--- src/rtl/core/bdks_pkg.sv ---
// Shared types, constants and the volume map for the button debounce and knob smoother.
// No dependencies; every other file in rtl/core imports this package.
package bdks_pkg;

    localparam int unsigned CFG_W       = 16;
    localparam int unsigned TIME_W      = 32;
    localparam int unsigned KNOB_W      = 12;
    localparam int unsigned VOL_W       = 5;
    localparam int unsigned AVG_FRAC    = 8;
    localparam int unsigned AVG_SHIFT   = 3;
    localparam int unsigned AVG_W       = KNOB_W + AVG_FRAC;
    localparam int unsigned APB_ADDR_W  = 3;
    localparam int unsigned APB_DATA_W  = 32;

    localparam logic [CFG_W-1:0] QUIET_RESET    = 16'd50;
    localparam logic [CFG_W-1:0] INTERVAL_RESET = 16'd20;

    // x*21/4095 equals x/195; the reciprocal below is exact for every 12-bit x
    localparam int unsigned      VOL_RECIP_W     = 13;
    localparam int unsigned      VOL_RECIP_SHIFT = 20;
    localparam logic [VOL_RECIP_W-1:0] VOL_RECIP = 13'd5378;

    typedef enum logic {
        REG_DEBOUNCE_QUIET = 1'b0,
        REG_KNOB_INTERVAL  = 1'b1
    } cfg_reg_t;

    typedef struct packed {
        logic [TIME_W-1:0] now_ms;
        logic              button_level;
        logic [KNOB_W-1:0] knob_sample;
        logic              take_press;
    } in_item_t;

    typedef struct packed {
        logic             press_seen;
        logic             stable_button;
        logic [VOL_W-1:0] volume;
    } out_item_t;

    typedef struct packed {
        logic stable_button;
        logic press_seen;
    } dbc_status_t;

    function automatic logic [VOL_W-1:0] volume_of(input logic [KNOB_W-1:0] whole);
        logic [KNOB_W+VOL_RECIP_W-1:0] product;
        product = {{VOL_RECIP_W{1'b0}}, whole} * {{KNOB_W{1'b0}}, VOL_RECIP};
        return product[VOL_RECIP_SHIFT +: VOL_W];
    endfunction

endpackage

--- src/rtl/core/bdks_debounce.sv ---
// Button debouncer with press latch; one polling step per advance strobe.
// Depends on bdks_pkg.
module bdks_debounce (
    input  logic                          aclk,
    input  logic                          aresetn,
    input  logic                          advance,
    input  logic [bdks_pkg::TIME_W-1:0]   now_ms,
    input  logic                          button_level,
    input  logic                          take_press,
    input  logic [bdks_pkg::CFG_W-1:0]    quiet_ms,
    output bdks_pkg::dbc_status_t         status
);
    import bdks_pkg::*;

    logic              prev_level_reg;
    logic              debounced_reg, debounced_next;
    logic [TIME_W-1:0] change_time_reg, change_time_next;
    logic              press_reg, press_next;
    logic [TIME_W-1:0] elapsed;
    logic              settle;
    logic              latched_mid;

    always_comb begin
        change_time_next = (button_level != prev_level_reg) ? now_ms : change_time_reg;
        elapsed          = now_ms - change_time_next;
        settle           = (elapsed > {{(TIME_W-CFG_W){1'b0}}, quiet_ms})
                           && (button_level != debounced_reg);
        debounced_next   = settle ? button_level : debounced_reg;
        // a settle to the pressed level latches a press
        latched_mid      = press_reg | (settle & ~button_level);
        press_next       = take_press ? 1'b0 : latched_mid;
        status.stable_button = debounced_next;
        status.press_seen    = take_press & latched_mid;
    end

    always_ff @(posedge aclk) begin
        if (!aresetn) begin
            prev_level_reg  <= 1'b1;
            debounced_reg   <= 1'b1;
            change_time_reg <= '0;
            press_reg       <= 1'b0;
        end else if (advance) begin
            prev_level_reg  <= button_level;
            debounced_reg   <= debounced_next;
            change_time_reg <= change_time_next;
            press_reg       <= press_next;
        end
    end

endmodule

--- src/rtl/core/bdks_knob.sv ---
// Knob smoother: interval-gated 1/8 exponential average and volume map.
// Depends on bdks_pkg.
module bdks_knob (
    input  logic                          aclk,
    input  logic                          aresetn,
    input  logic                          advance,
    input  logic [bdks_pkg::TIME_W-1:0]   now_ms,
    input  logic [bdks_pkg::KNOB_W-1:0]   knob_sample,
    input  logic [bdks_pkg::CFG_W-1:0]    interval_ms,
    output logic [bdks_pkg::VOL_W-1:0]    volume
);
    import bdks_pkg::*;

    logic [TIME_W-1:0] sample_time_reg;
    logic [AVG_W-1:0]  avg_reg, avg_next;
    logic              loaded_reg;
    logic [VOL_W-1:0]  volume_reg, volume_next;
    logic [TIME_W-1:0] since;
    logic              due;
    logic [AVG_W-1:0]  blended;

    always_comb begin
        since   = now_ms - sample_time_reg;
        due     = since >= {{(TIME_W-CFG_W){1'b0}}, interval_ms};
        blended = avg_reg - (avg_reg >> AVG_SHIFT)
                + {{(AVG_SHIFT){1'b0}}, knob_sample, {(AVG_FRAC-AVG_SHIFT){1'b0}}};
        avg_next    = loaded_reg ? blended : {knob_sample, {AVG_FRAC{1'b0}}};
        volume_next = due ? volume_of(avg_next[AVG_W-1 -: KNOB_W]) : volume_reg;
        volume      = volume_next;
    end

    always_ff @(posedge aclk) begin
        if (!aresetn) begin
            sample_time_reg <= '0;
            avg_reg         <= '0;
            loaded_reg      <= 1'b0;
            volume_reg      <= '0;
        end else if (advance && due) begin
            sample_time_reg <= now_ms;
            avg_reg         <= avg_next;
            loaded_reg      <= 1'b1;
            volume_reg      <= volume_next;
        end
    end

endmodule

--- src/rtl/core/button_debounce_and_knob_smoother_top.sv ---
// Top level of the button debouncer and knob smoother: APB registers, request pipeline.
// Depends on bdks_pkg, bdks_debounce and bdks_knob.
//
// Each request is one polling step (time stamp, raw active-low button level, knob
// sample, take-press bit) and yields exactly one result (press seen, debounced level,
// volume 0..21). The block takes one request per clock unless the result side stalls;
// a request passes through an input register and then a result register, from which
// its result is taken. The debounce and knob units run between those two registers
// and update their state once per request, so a new request can enter while the
// previous one is still in the pipeline. The quiet time and sample interval live in
// APB registers at byte addresses 0 and 4 (16 bits each, reset 50 and 20 ms); write
// them only while no request is in flight.
module button_debounce_and_knob_smoother_top (
    input  logic                              aclk,
    input  logic                              aresetn,
    // APB configuration port
    input  logic                              psel,
    input  logic                              penable,
    input  logic                              pwrite,
    input  logic [bdks_pkg::APB_ADDR_W-1:0]   paddr,
    input  logic [bdks_pkg::APB_DATA_W-1:0]   pwdata,
    output logic [bdks_pkg::APB_DATA_W-1:0]   prdata,
    output logic                              pready,
    // request channel
    input  logic                              s_valid,
    output logic                              s_ready,
    input  bdks_pkg::in_item_t                s_item,
    // result channel
    output logic                              m_valid,
    input  logic                              m_ready,
    output bdks_pkg::out_item_t               m_item
);
    import bdks_pkg::*;

    logic [CFG_W-1:0] quiet_reg;
    logic [CFG_W-1:0] interval_reg;
    cfg_reg_t         reg_sel;

    logic             in_valid_reg;
    in_item_t         in_item_reg;
    logic             out_valid_reg;
    out_item_t        out_item_reg;

    logic             out_free;
    logic             advance;
    dbc_status_t      dbc_status;
    logic [VOL_W-1:0] knob_volume;

    // ---- configuration registers ----
    assign pready  = 1'b1;
    assign reg_sel = cfg_reg_t'(paddr[2]);

    always_comb begin
        unique case (reg_sel)
            REG_DEBOUNCE_QUIET: prdata = {{(APB_DATA_W-CFG_W){1'b0}}, quiet_reg};
            REG_KNOB_INTERVAL:  prdata = {{(APB_DATA_W-CFG_W){1'b0}}, interval_reg};
            default:            prdata = '0;
        endcase
    end

    always_ff @(posedge aclk) begin
        if (!aresetn) begin
            quiet_reg    <= QUIET_RESET;
            interval_reg <= INTERVAL_RESET;
        end else if (psel && penable && pwrite) begin
            // keep the low half-word; upper bits of the write are dropped
            unique case (reg_sel)
                REG_DEBOUNCE_QUIET: quiet_reg    <= pwdata[CFG_W-1:0];
                REG_KNOB_INTERVAL:  interval_reg <= pwdata[CFG_W-1:0];
                default: ;
            endcase
        end
    end

    // ---- request pipeline ----
    // The result register frees up whenever it is empty or being taken; the input
    // register then hands its request on, and a new request may enter behind it.
    assign out_free = !out_valid_reg || m_ready;
    assign advance  = in_valid_reg && out_free;
    assign s_ready  = !in_valid_reg || out_free;

    always_ff @(posedge aclk) begin
        if (!aresetn) begin
            in_valid_reg <= 1'b0;
        end else if (s_valid && s_ready) begin
            in_valid_reg <= 1'b1;
        end else if (advance) begin
            in_valid_reg <= 1'b0;
        end
    end

    // hold the payload; it is only looked at while valid
    always_ff @(posedge aclk) begin
        if (s_valid && s_ready) begin
            in_item_reg <= s_item;
        end
    end

    // ---- step units: state advances once per request leaving the input register ----
    bdks_debounce u_debounce (
        .aclk         (aclk),
        .aresetn      (aresetn),
        .advance      (advance),
        .now_ms       (in_item_reg.now_ms),
        .button_level (in_item_reg.button_level),
        .take_press   (in_item_reg.take_press),
        .quiet_ms     (quiet_reg),
        .status       (dbc_status)
    );

    bdks_knob u_knob (
        .aclk        (aclk),
        .aresetn     (aresetn),
        .advance     (advance),
        .now_ms      (in_item_reg.now_ms),
        .knob_sample (in_item_reg.knob_sample),
        .interval_ms (interval_reg),
        .volume      (knob_volume)
    );

    // ---- result register ----
    always_ff @(posedge aclk) begin
        if (!aresetn) begin
            out_valid_reg <= 1'b0;
        end else if (advance) begin
            out_valid_reg <= 1'b1;
        end else if (m_ready) begin
            out_valid_reg <= 1'b0;
        end
    end

    always_ff @(posedge aclk) begin
        if (advance) begin
            out_item_reg.press_seen    <= dbc_status.press_seen;
            out_item_reg.stable_button <= dbc_status.stable_button;
            out_item_reg.volume        <= knob_volume;
        end
    end

    assign m_valid = out_valid_reg;
    assign m_item  = out_item_reg;

endmodule

--- config.mk ---
export PLATFORM = sky130hd
export DESIGN_NAME = button_debounce_and_knob_smoother_top
export DESIGN_NICKNAME = d
export VERILOG_FILES = /design/src/rtl/core/bdks_pkg.sv /design/src/rtl/core/bdks_debounce.sv /design/src/rtl/core/bdks_knob.sv /design/src/rtl/core/button_debounce_and_knob_smoother_top.sv
export SDC_FILE = /design/constraint.sdc
export NUM_CORES = 1
export LEC_CHECK = 0
export BUFFER_PORTS_ARGS = -buffer_cell sky130_fd_sc_hd__buf_4
export CORE_MARGIN = 1
export CORE_UTILIZATION = 45
export DETAILED_ROUTE_END_ITERATION = 8
export PLACE_DENSITY = 0.75
export SLEW_MARGIN = 10
export SYNTH_ARGS = -nofsm -noshare
export SYNTH_HDL_FRONTEND = slang
export SYNTH_HIERARCHICAL = 1
export SYNTH_SLANG_ARGS = --single-unit
--- constraint.sdc ---
create_clock -name aclk -period 7 [get_ports aclk]
set_input_delay 0.7 -clock aclk [delete_from_list [all_inputs] [get_ports aclk]]
set_output_delay 0.7 -clock aclk [all_outputs]
set_load 0.03 [all_outputs]
==> impl_results.md <==
* Clock power share at 23.4%
* Power Internal at 2.532 mW
* Hold_buf cts at 0
* DR top layer: met4
* Vias in the first global route at 12880
* Diodes inserted at 0
* PwrDens at 251.5 nW/µm²
* Die width at 185.6 µm
* Switching share of power at 40.50%
* Initial antenna violation count at 0
* Crit start category: flip-flop
* Max Clk Rate at 0.1469 GHz
* Ys flop type: dfxtp_1
* Maximum VDD drop at 0.2019 mV
* Shortest period the worst path allows at 6.807 ns
* Routability Congestion at 0.9426
* Filler cell count at 3095
* Met2 wire length at 19.95 mm
* Post-Layout Inst Area at 16920 µm²
* Final Cycle Share at 97.25%
* Starting Density at 46.13%
* Seq cells post-synth at 180
* Yosys warning count at 6
* Post-synthesis cell count at 1807
* Hold WS at 0.4179 ns
* Max_cap viols at 0
* Slowest-stage cell, CP: fa_1
* Core Area at 32870 µm²
* Worst setup margin at 0.1927 ns
* Area of the multi-input gates at 10070 µm²
* Comb power frac at 47.8%
* Net Switching at 1.724 mW
* Fraction of layout cells with a size suffix above 1 at 12.37%
* Die area at 34430 µm²
* H-Tree Depth at 4
* CTS root buffer: clkbuf_16
* Worst slew pin tran at 1.032 ns
* # setup viols final at 0
* Via/cell ratio at 5.788
* Post-DR wirelength/cell at 17.48 µm
* Min-Delay Path Class: input port to flip-flop
* Clock Path Buffers at 2
* Port bufs at 94
* Slew HR at 31.21%
* Most frequent CP cell: ha_1
* Met1 WL at 17.42 mm
* Setup Skew at 0.01543 ns
* Residual DRC at 0
* Worst-path clk slew at 0.08 ns
* Met3 wire len at 1.885 mm
* Slew Viols, Final at 0
* Final #Nets at 2147
* Mean Syn Cell Area at 8.390 µm²
* Largest net degree at the start of global routing at 90
* CTS tree: yes
* Clk sinks at 180
* Status: finished clean
* Total Routing Usage GR at 23.84%
* Final Hold Fails at 0
* # rows at 66
* First-pass GRT wire length at 64.76 mm
* Clk_lat worst skew at 0.45 ns
* Type of destination of the critical path: flip-flop
* CP peak stage delay at 0.55 ns
* Yosys cell types at 96
* Post-synth EDFFs at 53
* DRT iter0 DRCs at 904
* Register area share after synthesis at 27.27%
* P_leak at 7.106 nW
* Routed wire length at 40.52 mm
* Fraction of registers with async set/reset at 0%
* FF+latch area at 4136 µm²
* Seq pwr share at 28.7%
* Placed cell area at 16140 µm²
* Detail Route Antenna Nets at 0
* Largest register FFs at 46
* Die Y-Extent at 185.6 µm
* Worst Path Required at 7.20 ns
* Pre-CTS setup slack at -0.08613 ns
* Drt pass-1 iters at 8
* Post-DP HPWL at 30.92 mm
* Via count at 13420
* Crit path max fanout at 3
* I/O Pins at 130
* Total global routing overflow at 0
* Num CTS Buffers at 17
* Area Overhead vs Synth at 11.61%
* Critical path class: flip-flop to flip-flop
* Area of the mapped netlist at 15160 µm²
* Crit path DAT at 7.01 ns
logic make-up after synthesis:
kind of cell	after synthesis	share of synthesized area (%)
xor gates and xnor gates	65	3.854
buffers and inverters	276	7.700
and+or+nand+nor	542	17.65
muxes	85	5.802
adders and majority gates	200	17.59
AOI/OAI and AO/OA	457	20.09
DFF	180	27.27
other	2	0.04954
per-stage QoR:
step           std cells  util [%]  total power, mW  setup TNS (ns)
3_3_place_gp        2279     49.12            3.074               0
6_report            2318     51.48            4.256               0
3_5_place_dp        2279     49.12            3.132         -0.1265
4_1_cts             2311     50.95            4.162               0
2_1_floorplan       1822         -            2.650               0
5_1_grt             2318     51.48            4.563         -0.3450
worst paths after layout:
path	start	end	slack (ns)	cells past startpoint
worst min register to register	u_knob/sample_time_reg[4]	u_knob/sample_time_reg[4]	0.45	2
worst max register to register	in_item_reg[2]	m_item[3]	0.19	29
worst min-delay path	s_item[25]	in_item_reg[25]	0.42	1
worst max-delay path	in_item_reg[2]	m_item[3]	0.19	29
final cells by class:
| cell class | instances | share of cell area [%] |
|---|---|---|
| Multi-Input combinational cell | 1366 | 59.53 |
| Sequential cell | 180 | 24.45 |
| Timing Repair Buffer | 118 | 5.235 |
| Inverter | 180 | 3.993 |
| Tap cell | 442 | 3.268 |
| Clock buffer | 18 | 2.595 |
| Clock inverter | 14 | 0.9317 |
Yosys cell counts, types with 40 or more instances:
| cell | instances | share of area (%) |
|---|---|---|
| nand2_1 | 198 | 4.9 |
| inv_1 | 179 | 4.4 |
| ha_1 | 173 | 14 |
| dfxtp_1 | 127 | 17 |
| a21oi_1 | 105 | 3.5 |
| nor2_1 | 85 | 2.1 |
| o21ai_0 | 85 | 2.8 |
| nand3_1 | 67 | 2.2 |
| mux2i_1 | 62 | 4.1 |
| edfxtp_1 | 53 | 10 |
| clkbuf_1 | 47 | 1.2 |
| xnor2_1 | 40 | 2.3 |
layer usage:
metal	global-route usage (%)	vias to the layer above
li1	-	6550
met1	28.86	6392
met2	42.41	394
met3	3.463	80
met4	9.148	0
met5	0	-
power groups by stage:
| stage | Sequential [mW] | Combinational, mW | Clock [mW] |
|---|---|---|---|
| floorplan | 1.24 | 1.41 | 0 |
| global placement | 1.24 | 1.83 | 0 |
| detailed placement | 1.24 | 1.89 | 0 |
| CTS | 1.22 | 1.92 | 1.02 |
| global route | 1.23 | 2.27 | 1.06 |
| finish | 1.22 | 2.04 | 0.998 |
worst max-delay path, delay by kind of cell (launching register included):
| family | cells | cell delay (ns) |
|---|---|---|
| xor gates and xnor gates | 2 | 0.31 |
| AOI/OAI and AO/OA | 8 | 1.88 |
| buffers and inverters | 5 | 0.33 |
| DFF | 1 | 0.36 |
| adders and majority gates | 8 | 2.78 |
| muxes | 2 | 0.38 |
| and+or+nand+nor | 4 | 0.50 |
repair_timing:
| item | CTS | global route |
|---|---|---|
| resized for setup | 2 | 29 |
| setup buffers | 0 | 7 |
| pin swaps | 0 | 11 |
| endpoints found under the setup margin | 3 | 10 |
placed cells by master (no fill, tap or decap), types with 21 or more instances in the layout:
cell type	netlist	routed
nor3_1	31	31
nand3_1	67	67
ha_1	173	171
edfxtp_1	53	53
nor2_1	85	85
nor2b_1	31	29
buf_4	19	118
xor2_1	23	23
dfxtp_1	127	125
nand4_1	36	36
fa_1	23	22
a21oi_1	105	99
a21o_1	37	37
mux2i_1	62	61
nand2b_1	21	21
o21ai_1	34	34
xnor2_1	40	40
inv_1	179	178
nand2_1	198	198
o21ai_0	85	83
a211oi_1	38	35
mux2_2	22	22
No activity file was read; power rests on OpenSTA's default activity.
